`src/fpmlp_pkg.sv`:
```
// ----------------------------------------------------------------------------
// Fixed-point perceptron package
// Shared types, constants and the activation function used by the
// forward-pass datapath.
// ----------------------------------------------------------------------------
package fpmlp_pkg;

  // Default network shape and weight store depth.
  localparam int NUM_INPUTS_DEF        = 4;
  localparam int NUM_HIDDEN_DEF        = 3;
  localparam int NUM_HIDDEN_LAYERS_DEF = 2;
  localparam int NUM_OUTPUTS_DEF       = 3;
  localparam int WEIGHT_DEPTH_DEF      = 64;

  // Field widths.
  localparam int DATA_W       = 16;
  localparam int IDX_W        = 6;
  localparam int NUM_FEATURES = 4;

  // Multiplier operand is one bit wider than the data so that the bias
  // scale of -256 can enter through the same multiplier.
  localparam int X_W = DATA_W + 1;
  localparam logic signed [X_W-1:0] BIAS_OPERAND = -17'sd256;

  // Accumulator: 33-bit products, up to seventeen terms, with margin.
  localparam int ACC_W = 40;

  // Activation: drop the Q8 fraction, divide by 1024, add one, scale by 128.
  localparam int FRAC_BITS = 8;
  localparam int DIV_BITS  = 10;
  localparam int OUT_SHIFT = 7;
  localparam int ACT_Q_W   = ACC_W - FRAC_BITS - DIV_BITS + 1;
  localparam logic signed [ACT_Q_W-1:0] ACT_P_MAX = 255;
  localparam logic signed [ACT_Q_W-1:0] ACT_P_MIN = -256;
  localparam logic signed [DATA_W-1:0]  SAT_MAX   = 16'sh7FFF;
  localparam logic signed [DATA_W-1:0]  SAT_MIN   = -16'sh8000;

  // Command codes.
  localparam logic CMD_LOAD = 1'b0;
  localparam logic CMD_RUN  = 1'b1;

  // Input item.
  typedef struct packed {
    logic                     command;
    logic [IDX_W-1:0]         weight_index;
    logic signed [DATA_W-1:0] weight_value;
    logic signed [DATA_W-1:0] feature_zero;
    logic signed [DATA_W-1:0] feature_one;
    logic signed [DATA_W-1:0] feature_two;
    logic signed [DATA_W-1:0] feature_three;
  } in_item_t;

  // Result item.
  typedef struct packed {
    logic [1:0]               neuron_index;
    logic signed [DATA_W-1:0] neuron_value;
    logic                     last;
  } out_item_t;

  // Sequencer controls for the multiply-accumulate unit.
  typedef struct packed {
    logic clear;
    logic issue;
  } mac_ctl_t;

  // Activation of one accumulated sum, saturated to 16 bits signed.
  function automatic logic signed [DATA_W-1:0] activate(
    input logic signed [ACC_W-1:0] s
  );
    logic signed [ACT_Q_W-1:0] q;
    logic signed [ACT_Q_W-1:0] p;
    logic                      fix;
    logic signed [DATA_W-1:0]  res;
    // Floor shift, then correct towards zero when negative with a remainder.
    q   = ACT_Q_W'(s >>> (FRAC_BITS + DIV_BITS));
    fix = s[ACC_W-1] && (s[FRAC_BITS+DIV_BITS-1:FRAC_BITS] != '0);
    p   = q + ACT_Q_W'(1) + ACT_Q_W'(fix);
    if (p > ACT_P_MAX) begin
      res = SAT_MAX;
    end else if (p < ACT_P_MIN) begin
      res = SAT_MIN;
    end else begin
      res = {p[DATA_W-OUT_SHIFT-1:0], {OUT_SHIFT{1'b0}}};
    end
    return res;
  endfunction

endpackage

```
`src/fpmlp_ram.sv`:
```
// ----------------------------------------------------------------------------
// Generic RAM
// One write port and one read port with registered read data.
// ----------------------------------------------------------------------------
module fpmlp_ram #(
  parameter int WIDTH = 16,
  parameter int DEPTH = 64
) (
  input  logic                     clk,
  input  logic                     we,
  input  logic [$clog2(DEPTH)-1:0] waddr,
  input  logic [WIDTH-1:0]         wdata,
  input  logic [$clog2(DEPTH)-1:0] raddr,
  output logic [WIDTH-1:0]         rdata
);

  logic [WIDTH-1:0] mem_r [DEPTH];
  logic [WIDTH-1:0] rdata_r;

  // Write and registered read.
  always_ff @(posedge clk) begin
    if (we) begin
      mem_r[waddr] <= wdata;
    end
    rdata_r <= mem_r[raddr];
  end

  assign rdata = rdata_r;

endmodule

```
`src/fpmlp_mac.sv`:
```
// ----------------------------------------------------------------------------
// Multiply-accumulate unit
// Shared multiplier with a product register, an accumulator and the
// activation of the finished sum.
// ----------------------------------------------------------------------------
module fpmlp_mac (
  input  logic                                    clk,
  input  logic                                    rst_n,
  input  fpmlp_pkg::mac_ctl_t                     ctl,
  input  logic signed [fpmlp_pkg::X_W-1:0]        x_op,
  input  logic signed [fpmlp_pkg::DATA_W-1:0]     w_rdata,
  output logic                                    busy,
  output logic signed [fpmlp_pkg::DATA_W-1:0]     act_value
);

  import fpmlp_pkg::*;

  logic                           s1_vld_r;
  logic                           s2_vld_r;
  logic signed [X_W-1:0]          s1_x_r;
  logic signed [DATA_W+X_W-1:0]   prod_r;
  logic signed [ACC_W-1:0]        acc_r;
  logic signed [ACC_W-1:0]        acc_nxt;

  // Pipeline valid bits follow the issued terms.
  always_ff @(posedge clk) begin
    if (!rst_n) begin
      s1_vld_r <= 1'b0;
      s2_vld_r <= 1'b0;
    end else begin
      s1_vld_r <= ctl.issue;
      s2_vld_r <= s1_vld_r;
    end
  end

  // Operand is registered to line up with the registered weight read, then the product is registered.
  always_ff @(posedge clk) begin
    s1_x_r <= x_op;
    prod_r <= w_rdata * s1_x_r;
  end

  // Accumulator is cleared at the start of each neuron.
  always_comb begin
    acc_nxt = acc_r;
    if (ctl.clear) begin
      acc_nxt = '0;
    end else if (s2_vld_r) begin
      acc_nxt = acc_r + ACC_W'(prod_r);
    end
  end

  always_ff @(posedge clk) begin
    acc_r <= acc_nxt;
  end

  assign busy      = s1_vld_r | s2_vld_r;
  assign act_value = activate(acc_r);

endmodule

```
`src/fixed_point_mlp_forward_top.sv`:
```
// Operation: a load is written straight into the store; a run steps through each neuron in
// turn on the one shared multiply-accumulate unit: bias, one term per input, drain, activation.
// Runs do not overlap: in_ready is high only while idle. A run stalls while the output
// register holds a result waiting for out_ready; every weight comes through one store port.
// Reset: synchronous, active low; clears the sequencer and the output valid.
// The weight store is not cleared and must be loaded before a run.
// ----------------------------------------------------------------------------
// Fixed-point perceptron forward pass
// Loads weight words into a store and runs the hidden and output layers
// term by term through one multiply-accumulate unit.
// ----------------------------------------------------------------------------
module fixed_point_mlp_forward_top #(
  parameter int NUM_INPUTS        = fpmlp_pkg::NUM_INPUTS_DEF,
  parameter int NUM_HIDDEN        = fpmlp_pkg::NUM_HIDDEN_DEF,
  parameter int NUM_HIDDEN_LAYERS = fpmlp_pkg::NUM_HIDDEN_LAYERS_DEF,
  parameter int NUM_OUTPUTS       = fpmlp_pkg::NUM_OUTPUTS_DEF,
  parameter int WEIGHT_DEPTH      = fpmlp_pkg::WEIGHT_DEPTH_DEF
) (
  input  logic                  clk,
  input  logic                  rst_n,
  input  logic                  in_valid,
  output logic                  in_ready,
  input  fpmlp_pkg::in_item_t   in_data,
  output logic                  out_valid,
  input  logic                  out_ready,
  output fpmlp_pkg::out_item_t  out_data
);

  import fpmlp_pkg::*;

  localparam int AW    = $clog2(WEIGHT_DEPTH);
  localparam int RW    = (AW + 1 > IDX_W + 1) ? AW + 1 : IDX_W + 1;
  localparam int MAXK  = (NUM_INPUTS > NUM_HIDDEN) ? NUM_INPUTS : NUM_HIDDEN;
  localparam int KW    = $clog2(MAXK + 1);
  localparam int MAXN  = (NUM_HIDDEN > NUM_OUTPUTS) ? NUM_HIDDEN : NUM_OUTPUTS;
  localparam int JW    = (MAXN > 1) ? $clog2(MAXN) : 1;
  localparam int HJW   = (NUM_HIDDEN > 1) ? $clog2(NUM_HIDDEN) : 1;
  localparam int LW    = $clog2(NUM_HIDDEN_LAYERS + 1);

  localparam logic [1:0] ST_IDLE  = 2'd0;
  localparam logic [1:0] ST_MAC   = 2'd1;
  localparam logic [1:0] ST_DRAIN = 2'd2;
  localparam logic [1:0] ST_ACT   = 2'd3;

  logic [1:0]               state_r;
  logic [KW-1:0]            k_r;
  logic [JW-1:0]            j_r;
  logic [LW-1:0]            layer_r;
  logic [AW-1:0]            addr_r;
  logic signed [DATA_W-1:0] feat_r [NUM_FEATURES];
  logic signed [DATA_W-1:0] cur_r  [NUM_HIDDEN];
  logic signed [DATA_W-1:0] prev_r [NUM_HIDDEN];
  logic                     out_valid_r;
  out_item_t                out_r;

  logic                     in_fire;
  logic                     load_we;
  logic [AW-1:0]            load_addr;
  logic [RW-1:0]            wrap_tmp;
  logic [DATA_W-1:0]        w_rdata;
  logic [KW-1:0]            kidx;
  logic [KW+1:0]            kpad;
  logic signed [X_W-1:0]    x_op;
  logic                     first_layer;
  logic                     out_layer;
  logic                     last_term;
  logic                     last_hidden;
  logic                     last_output;
  logic                     out_free;
  logic                     mac_busy;
  logic signed [DATA_W-1:0] act_value;
  mac_ctl_t                 mac_ctl;

  assign in_ready = (state_r == ST_IDLE);
  assign in_fire  = in_valid && in_ready;
  assign load_we  = in_fire && (in_data.command == CMD_LOAD);

  // Load address wraps modulo the store depth (at most three subtractions).
  always_comb begin
    wrap_tmp = RW'(in_data.weight_index);
    for (int i = 0; i < 3; i++) begin
      if (wrap_tmp >= RW'(WEIGHT_DEPTH)) begin
        wrap_tmp = wrap_tmp - RW'(WEIGHT_DEPTH);
      end
    end
    load_addr = wrap_tmp[AW-1:0];
  end

  // Weight store.
  fpmlp_ram #(
    .WIDTH (DATA_W),
    .DEPTH (WEIGHT_DEPTH)
  ) u_weights (
    .clk   (clk),
    .we    (load_we),
    .waddr (load_addr),
    .wdata (in_data.weight_value),
    .raddr (addr_r),
    .rdata (w_rdata)
  );

  // Layer and term bookkeeping.
  assign first_layer = (layer_r == '0);
  assign out_layer   = (layer_r == LW'(NUM_HIDDEN_LAYERS));
  assign last_term   = first_layer ? (k_r == KW'(NUM_INPUTS)) : (k_r == KW'(NUM_HIDDEN));
  assign last_hidden = (j_r == JW'(NUM_HIDDEN - 1));
  assign last_output = (j_r == JW'(NUM_OUTPUTS - 1));
  assign out_free    = !out_valid_r || out_ready;

  // Operand selection: bias scale, a feature (zero past the fourth) or a previous-layer value.
  assign kidx = k_r - KW'(1);
  assign kpad = (KW + 2)'(kidx);

  always_comb begin
    if (k_r == '0) begin
      x_op = BIAS_OPERAND;
    end else if (first_layer) begin
      if (32'(kidx) < NUM_FEATURES) begin
        x_op = X_W'(feat_r[kpad[1:0]]);
      end else begin
        x_op = '0;
      end
    end else begin
      x_op = X_W'(prev_r[kidx[HJW-1:0]]);
    end
  end

  // Controls for the multiply-accumulate unit.
  always_comb begin
    mac_ctl.issue = (state_r == ST_MAC);
    mac_ctl.clear = (in_fire && (in_data.command == CMD_RUN)) ||
                    ((state_r == ST_ACT) && !(out_layer && (!out_free || last_output)));
  end

  fpmlp_mac u_mac (
    .clk       (clk),
    .rst_n     (rst_n),
    .ctl       (mac_ctl),
    .x_op      (x_op),
    .w_rdata   (w_rdata),
    .busy      (mac_busy),
    .act_value (act_value)
  );

  // Sequencer.
  always_ff @(posedge clk) begin
    if (!rst_n) begin
      state_r <= ST_IDLE;
      k_r     <= '0;
      j_r     <= '0;
      layer_r <= '0;
      addr_r  <= '0;
    end else begin
      unique case (state_r)
        ST_IDLE: begin
          if (in_fire && (in_data.command == CMD_RUN)) begin
            state_r <= ST_MAC;
            k_r     <= '0;
            j_r     <= '0;
            layer_r <= '0;
            addr_r  <= '0;
          end
        end
        ST_MAC: begin
          addr_r <= (addr_r == AW'(WEIGHT_DEPTH - 1)) ? '0 : addr_r + AW'(1);
          if (last_term) begin
            k_r     <= '0;
            state_r <= ST_DRAIN;
          end else begin
            k_r <= k_r + KW'(1);
          end
        end
        ST_DRAIN: begin
          if (!mac_busy) begin
            state_r <= ST_ACT;
          end
        end
        ST_ACT: begin
          if (!out_layer) begin
            state_r <= ST_MAC;
            if (last_hidden) begin
              j_r     <= '0;
              layer_r <= layer_r + LW'(1);
            end else begin
              j_r <= j_r + JW'(1);
            end
          end else if (out_free) begin
            if (last_output) begin
              state_r <= ST_IDLE;
            end else begin
              state_r <= ST_MAC;
              j_r     <= j_r + JW'(1);
            end
          end
        end
        default: begin
          state_r <= ST_IDLE;
        end
      endcase
    end
  end

  // Features are captured when a run is accepted.
  always_ff @(posedge clk) begin
    if (in_fire && (in_data.command == CMD_RUN)) begin
      feat_r[0] <= in_data.feature_zero;
      feat_r[1] <= in_data.feature_one;
      feat_r[2] <= in_data.feature_two;
      feat_r[3] <= in_data.feature_three;
    end
  end

  // Hidden values: the current layer is built up, then handed to the next.
  always_ff @(posedge clk) begin
    if ((state_r == ST_ACT) && !out_layer) begin
      cur_r[j_r[HJW-1:0]] <= act_value;
      if (last_hidden) begin
        for (int i = 0; i < NUM_HIDDEN; i++) begin
          prev_r[i] <= (HJW'(i) == j_r[HJW-1:0]) ? act_value : cur_r[i];
        end
      end
    end
  end

  // Output register: holds one result until its transfer.
  always_ff @(posedge clk) begin
    if (!rst_n) begin
      out_valid_r <= 1'b0;
    end else if ((state_r == ST_ACT) && out_layer && out_free) begin
      out_valid_r <= 1'b1;
    end else if (out_ready) begin
      out_valid_r <= 1'b0;
    end
  end

  always_ff @(posedge clk) begin
    if ((state_r == ST_ACT) && out_layer && out_free) begin
      out_r.neuron_index <= 2'(j_r);
      out_r.neuron_value <= act_value;
      out_r.last         <= last_output;
    end
  end

  assign out_valid = out_valid_r;
  assign out_data  = out_r;

endmodule

```
`config.mk`:
```
export PLATFORM = sky130hd
export DESIGN_NAME = fixed_point_mlp_forward_top
export DESIGN_NICKNAME = d
export VERILOG_FILES = /design/src/fpmlp_pkg.sv /design/src/fpmlp_ram.sv /design/src/fpmlp_mac.sv /design/src/fixed_point_mlp_forward_top.sv
export SDC_FILE = /design/constraint.sdc
export NUM_CORES = 2
export LEC_CHECK = 0
export BUFFER_PORTS_ARGS = -buffer_cell sky130_fd_sc_hd__buf_2
export CAP_MARGIN = 10
export CORE_ASPECT_RATIO = 0.6
export CORE_MARGIN = 5
export CORE_UTILIZATION = 25
export DETAILED_ROUTE_END_ITERATION = 12
export GPL_ROUTABILITY_DRIVEN = 0
export PLACE_DENSITY_LB_ADDON = 0.12
export REMOVE_ABC_BUFFERS = 1
export SETUP_SLACK_MARGIN = 0.5
export SLEW_MARGIN = 10
export SYNTH_ARGS = -nofsm -noshare
export SYNTH_HDL_FRONTEND = slang
export SYNTH_SLANG_ARGS = --single-unit
```
`constraint.sdc`:
```
create_clock -name clk -period 8.33 [get_ports clk]
set_input_delay 0.4165 -clock clk [delete_from_list [all_inputs] [get_ports clk]]
set_output_delay 0.4165 -clock clk [all_outputs]
set_load 0.01 [all_outputs]
```
==> summary.md <==
| Metric | Value |
|---|---|
| Core region area | 242600 um^2 |
| Worst Reg-to-Reg Cells | 23 |
| Grt total ovfl | 0 |
| Max frequency | around 140 MHz |
| Fin nets | about 4.5k |
| Clock sinks | 1284 |
| Status | finished clean |
| Syn. warnings | 0 |
| CTS tree | built |
| H-tree levels | 4 |
| Yosys top cell by area | edfxtp_1 |
| Highest metal used | met4 |
| CP Class | reg2reg |
| Hold_sp | out_ready |
| Vias in the first global route | 33.70k |
| Clock Latency Late Sink | 0.82 ns |
| MaxCap Viol Count | 0 |
| Initial antenna violation count | 13 |
| Netlist Area Pre-Place | roughly 60000 um^2 |
| Setup WS pre-CTS | around 1.1 ns |
| Largest net degree at the start of global routing | just under 70 |
| Crit path max fanout | 13 |
| WL met2 | 66850 um |
| Post-cts resize count | 0 |
| Post-route cell area | approximately 71000 um^2 |
| Seq/Total Area, Yosys | 61.25% |
| Arr. time, crit path | ~8 ns |
| FP Rows | 140 |
| First-pass GRT wire length | around 260000 um |
| Area after DPL | roughly 66000 um^2 |
| Worst Skew | 0.07426 ns |
| DR DRC count | 0 |
| Fin. Hold Viols | 0 |
| Yosys top cell area share | between 50% and 60% |
| Worst Path Required | approximately 9 ns |
| ANT nets after route | 0 |
| Die width | 647.4 um |
| Worst r2r src | u_weights.rdata[1]$_DFF_P_ |
| Worst reg2reg endpoint | u_mac.prod_r[31]$_DFF_P_ |
| Largest cells by area after synthesis | edfxtp_1, mux4_2, fa_1 |
| Hold path depth | 4 |
| Routed WL | ~180000 um |
| Layout area overhead | 16.51% |
| WL met1 | between 90000 and 100000 um |
| Port Buffer Count | 111 |
| Max Buffers Root-to-Sink | 4 |
| Fin crit period | slightly above 7 ns |
| Crit path capture type | register |
| Slew @ Worst Pin | between 1 and 1.5 ns |
| Vias per inst | 4.492 |
| Register Area | around 37000 um^2 |
| R2R Setup Slk | around 1.1 ns |
| Mean Syn Cell Area | 16.32 um^2 |
| Die Span Y | 392.4 um |
| Hold Path Class | in2reg |
| Flops & latches, synth | approximately 1.3k |
| FILL cells | around 24k |
| Startpoint types | register |
| Drt first-iter violations | approximately 2.7k |
| Multi-input logic area | around 22000 um^2 |
| Routed met3 length | approximately 10000 um |
| Setup TNS | 0 ns |
| Hold EP | out_valid$_SDFFE_PN0P_ |
| Final critical-path share of the clock period | between 80% and 90% |
| Via count | 32.94k |
| Netlist cell types | 80 |
| Share of cells above drive strength 1 | 20.93% |
| Cells after synthesis | between 3k and 4k |
| RSZ-0062 raised after global routing | false |
| Async S/R FF share, synth | 0% |
| WL/cell | 24.36 um |
| Endpoints failing setup | 0 |
| Slew Viols, Final | 0 |
| Setup bufs post-CTS | 0 |
| Top_reg_cell synth | edfxtp_1 |
| Slew HR | about a quarter |
| Full die area | roughly 250000 um^2 |
| Num CTS Buffers | 146 |
| DP Wirelength | 122100 um |
| Hold WS | ~0.17 ns |
| Top-Level Pins | approximately 110 |
| Total GRT Usage | roughly 14% |
| Clock-pin slew on the worst setup and hold paths | around 0.07 ns |
| DRT Pass-1 Iters | 5 |
| CTS root buf | clkbuf_16 |
| Post-route worst setup slack | between 1 and 1.5 ns |
| Initial core utilization | between 20 and 30% |
| Post-synth EDFFs | ~1.2k |
[how the worst max path moves through the flow]
stage	end	from	cells after the start	slack, ns
after global routing	u_mac.prod_r[31]$_DFF_P_	u_weights.rdata[1]$_DFF_P_	23	0.59
after global placement	u_mac.prod_r[31]$_DFF_P_	u_weights.rdata[1]$_DFF_P_	23	1.25
after floorplan	addr_r[0]$_SDFFE_PN0P_	addr_r[0]$_SDFFE_PN0P_	6	-4.07
after CTS	u_mac.prod_r[31]$_DFF_P_	u_weights.rdata[1]$_DFF_P_	23	1.09
after detailed placement	u_mac.prod_r[31]$_DFF_P_	u_weights.rdata[1]$_DFF_P_	23	1.13
final	u_mac.prod_r[31]$_DFF_P_	u_weights.rdata[1]$_DFF_P_	23	1.07
[metrics by stage]
| stage | instances | utilization (%) |
|---|---|---|
| global placement | 7012 | 27.14 |
| detailed placement | 7012 | 27.14 |
| global route | 7329 | 29.26 |
| CTS | 7328 | 29.26 |
| finish | 7334 | 29.26 |
| floorplan | 3551 | - |
[cells in the mapped netlist (all sizes together) (4+ instances only)]
cell / count
mux2i: 58
fa: 268
clkbuf: 129
mux2: 16
nor3: 20
a21o: 26
ha: 134
and3: 13
o31ai: 4
o21a: 17
and4: 6
o211ai: 8
a21boi: 6
o21ai: 125
nand4b: 6
nor3b: 6
or3: 7
nand3b: 7
a211oi: 11
dfxtp: 123
nor2: 169
a31oi: 14
nand3: 25
inv: 326
nand2b: 11
or4: 4
and2: 128
buf: 53
mux4: 336
o21bai: 14
a41o: 5
nand2: 251
edfxtp: 1161
nand4: 19
nor2b: 16
a21oi: 89
xnor2: 57
xor2: 20
[state kept, by name (all words and copies together), names as in the netlist]
signal / cells
state_r: 2
u_weights.mem_r: 1024
k_r: 3
cur_r: 30
u_mac.acc_r: 40
u_mac.s2_vld_r: 1
layer_r: 2
u_weights.rdata: 16
u_mac.prod_r: 33
addr_r: 6
u_mac.s1_vld_r: 1
u_mac.s1_x_r: 16
j_r: 2
prev_r: 30
out_valid: 1
feat_r: 64
out_data: 13
[kinds of logic after synthesis]
family | Yosys count | synth area share (%)
compound gates | 356 | 3.684
xor+xnor | 77 | 1.107
fa+ha+maj | 402 | 11.56
buf+inv | 508 | 3.261
flops | 1284 | 61.25
mux | 410 | 13.67
simple gates | 696 | 5.474
[worst max-delay path: stages, from the launching register on]
cell and delay [ns]:
dfxtp_1 0.47, buf_4 0.25, nand2_1 0.11, inv_1 0.10, fa_1 0.76, inv_1 0.11, fa_1 0.50, inv_1 0.35
fa_1 0.52, fa_1 0.50, fa_1 0.50, inv_1 0.06, fa_1 0.48, inv_1 0.05, ha_1 0.35, a21o_1 0.20
a21o_1 0.20, a2111oi_0 0.50, nand4_1 0.26, and2_1 0.26, a41o_1 0.26, o21a_1 0.17, nor2_1 0.11, xnor2_1 0.12
[cell type report]
type	instances	share of cell area, %
Sequential cell	1284	52.61
Multi-Input combinational cell	1941	30.95
Tap cell	3266	5.756
Clock buffer	182	5.465
Timing Repair Buffer	260	2.644
Inverter	326	1.724
Clock inverter	69	0.8354
Antenna cell	6	0.02115
[metal layers]
layer  global-route usage, %  vias to the layer above
li1                        -                    14390
met1                   23.88                    17580
met2                   17.68                      804
met3                   2.838                      178
met4                   2.430                        0
met5                       0                        -
[timing repair]
item	4_1_cts	5_1_grt
setup endpoints to repair	0	0
hold buffers	65	0
endpoints found under the hold margin	66	0
[cells in the final DEF, fill, tap and decap left out, drive strengths merged, types with 19 or more instances in the layout]
cell type    netlist  final
nand2            251    251
buf               53    195
nand3             25     25
edfxtp          1161   1161
inv              326    333
a21oi             89     89
clkbuf           129    182
xor2              20     20
a21o              26     26
mux2i             58     58
dfxtp            123    123
fa               268    268
dlygate4sd3        0     65
nor3              20     20
mux4             336    336
and2             128    128
nor2             169    169
clkinv             0     49
ha               134    134
xnor2             57     57
nand4             19     19
o21ai            125    125
Power is left out: the tool's default activity adds up to more than one toggle a clock period on the data nets, which glitch-free logic cannot reach.
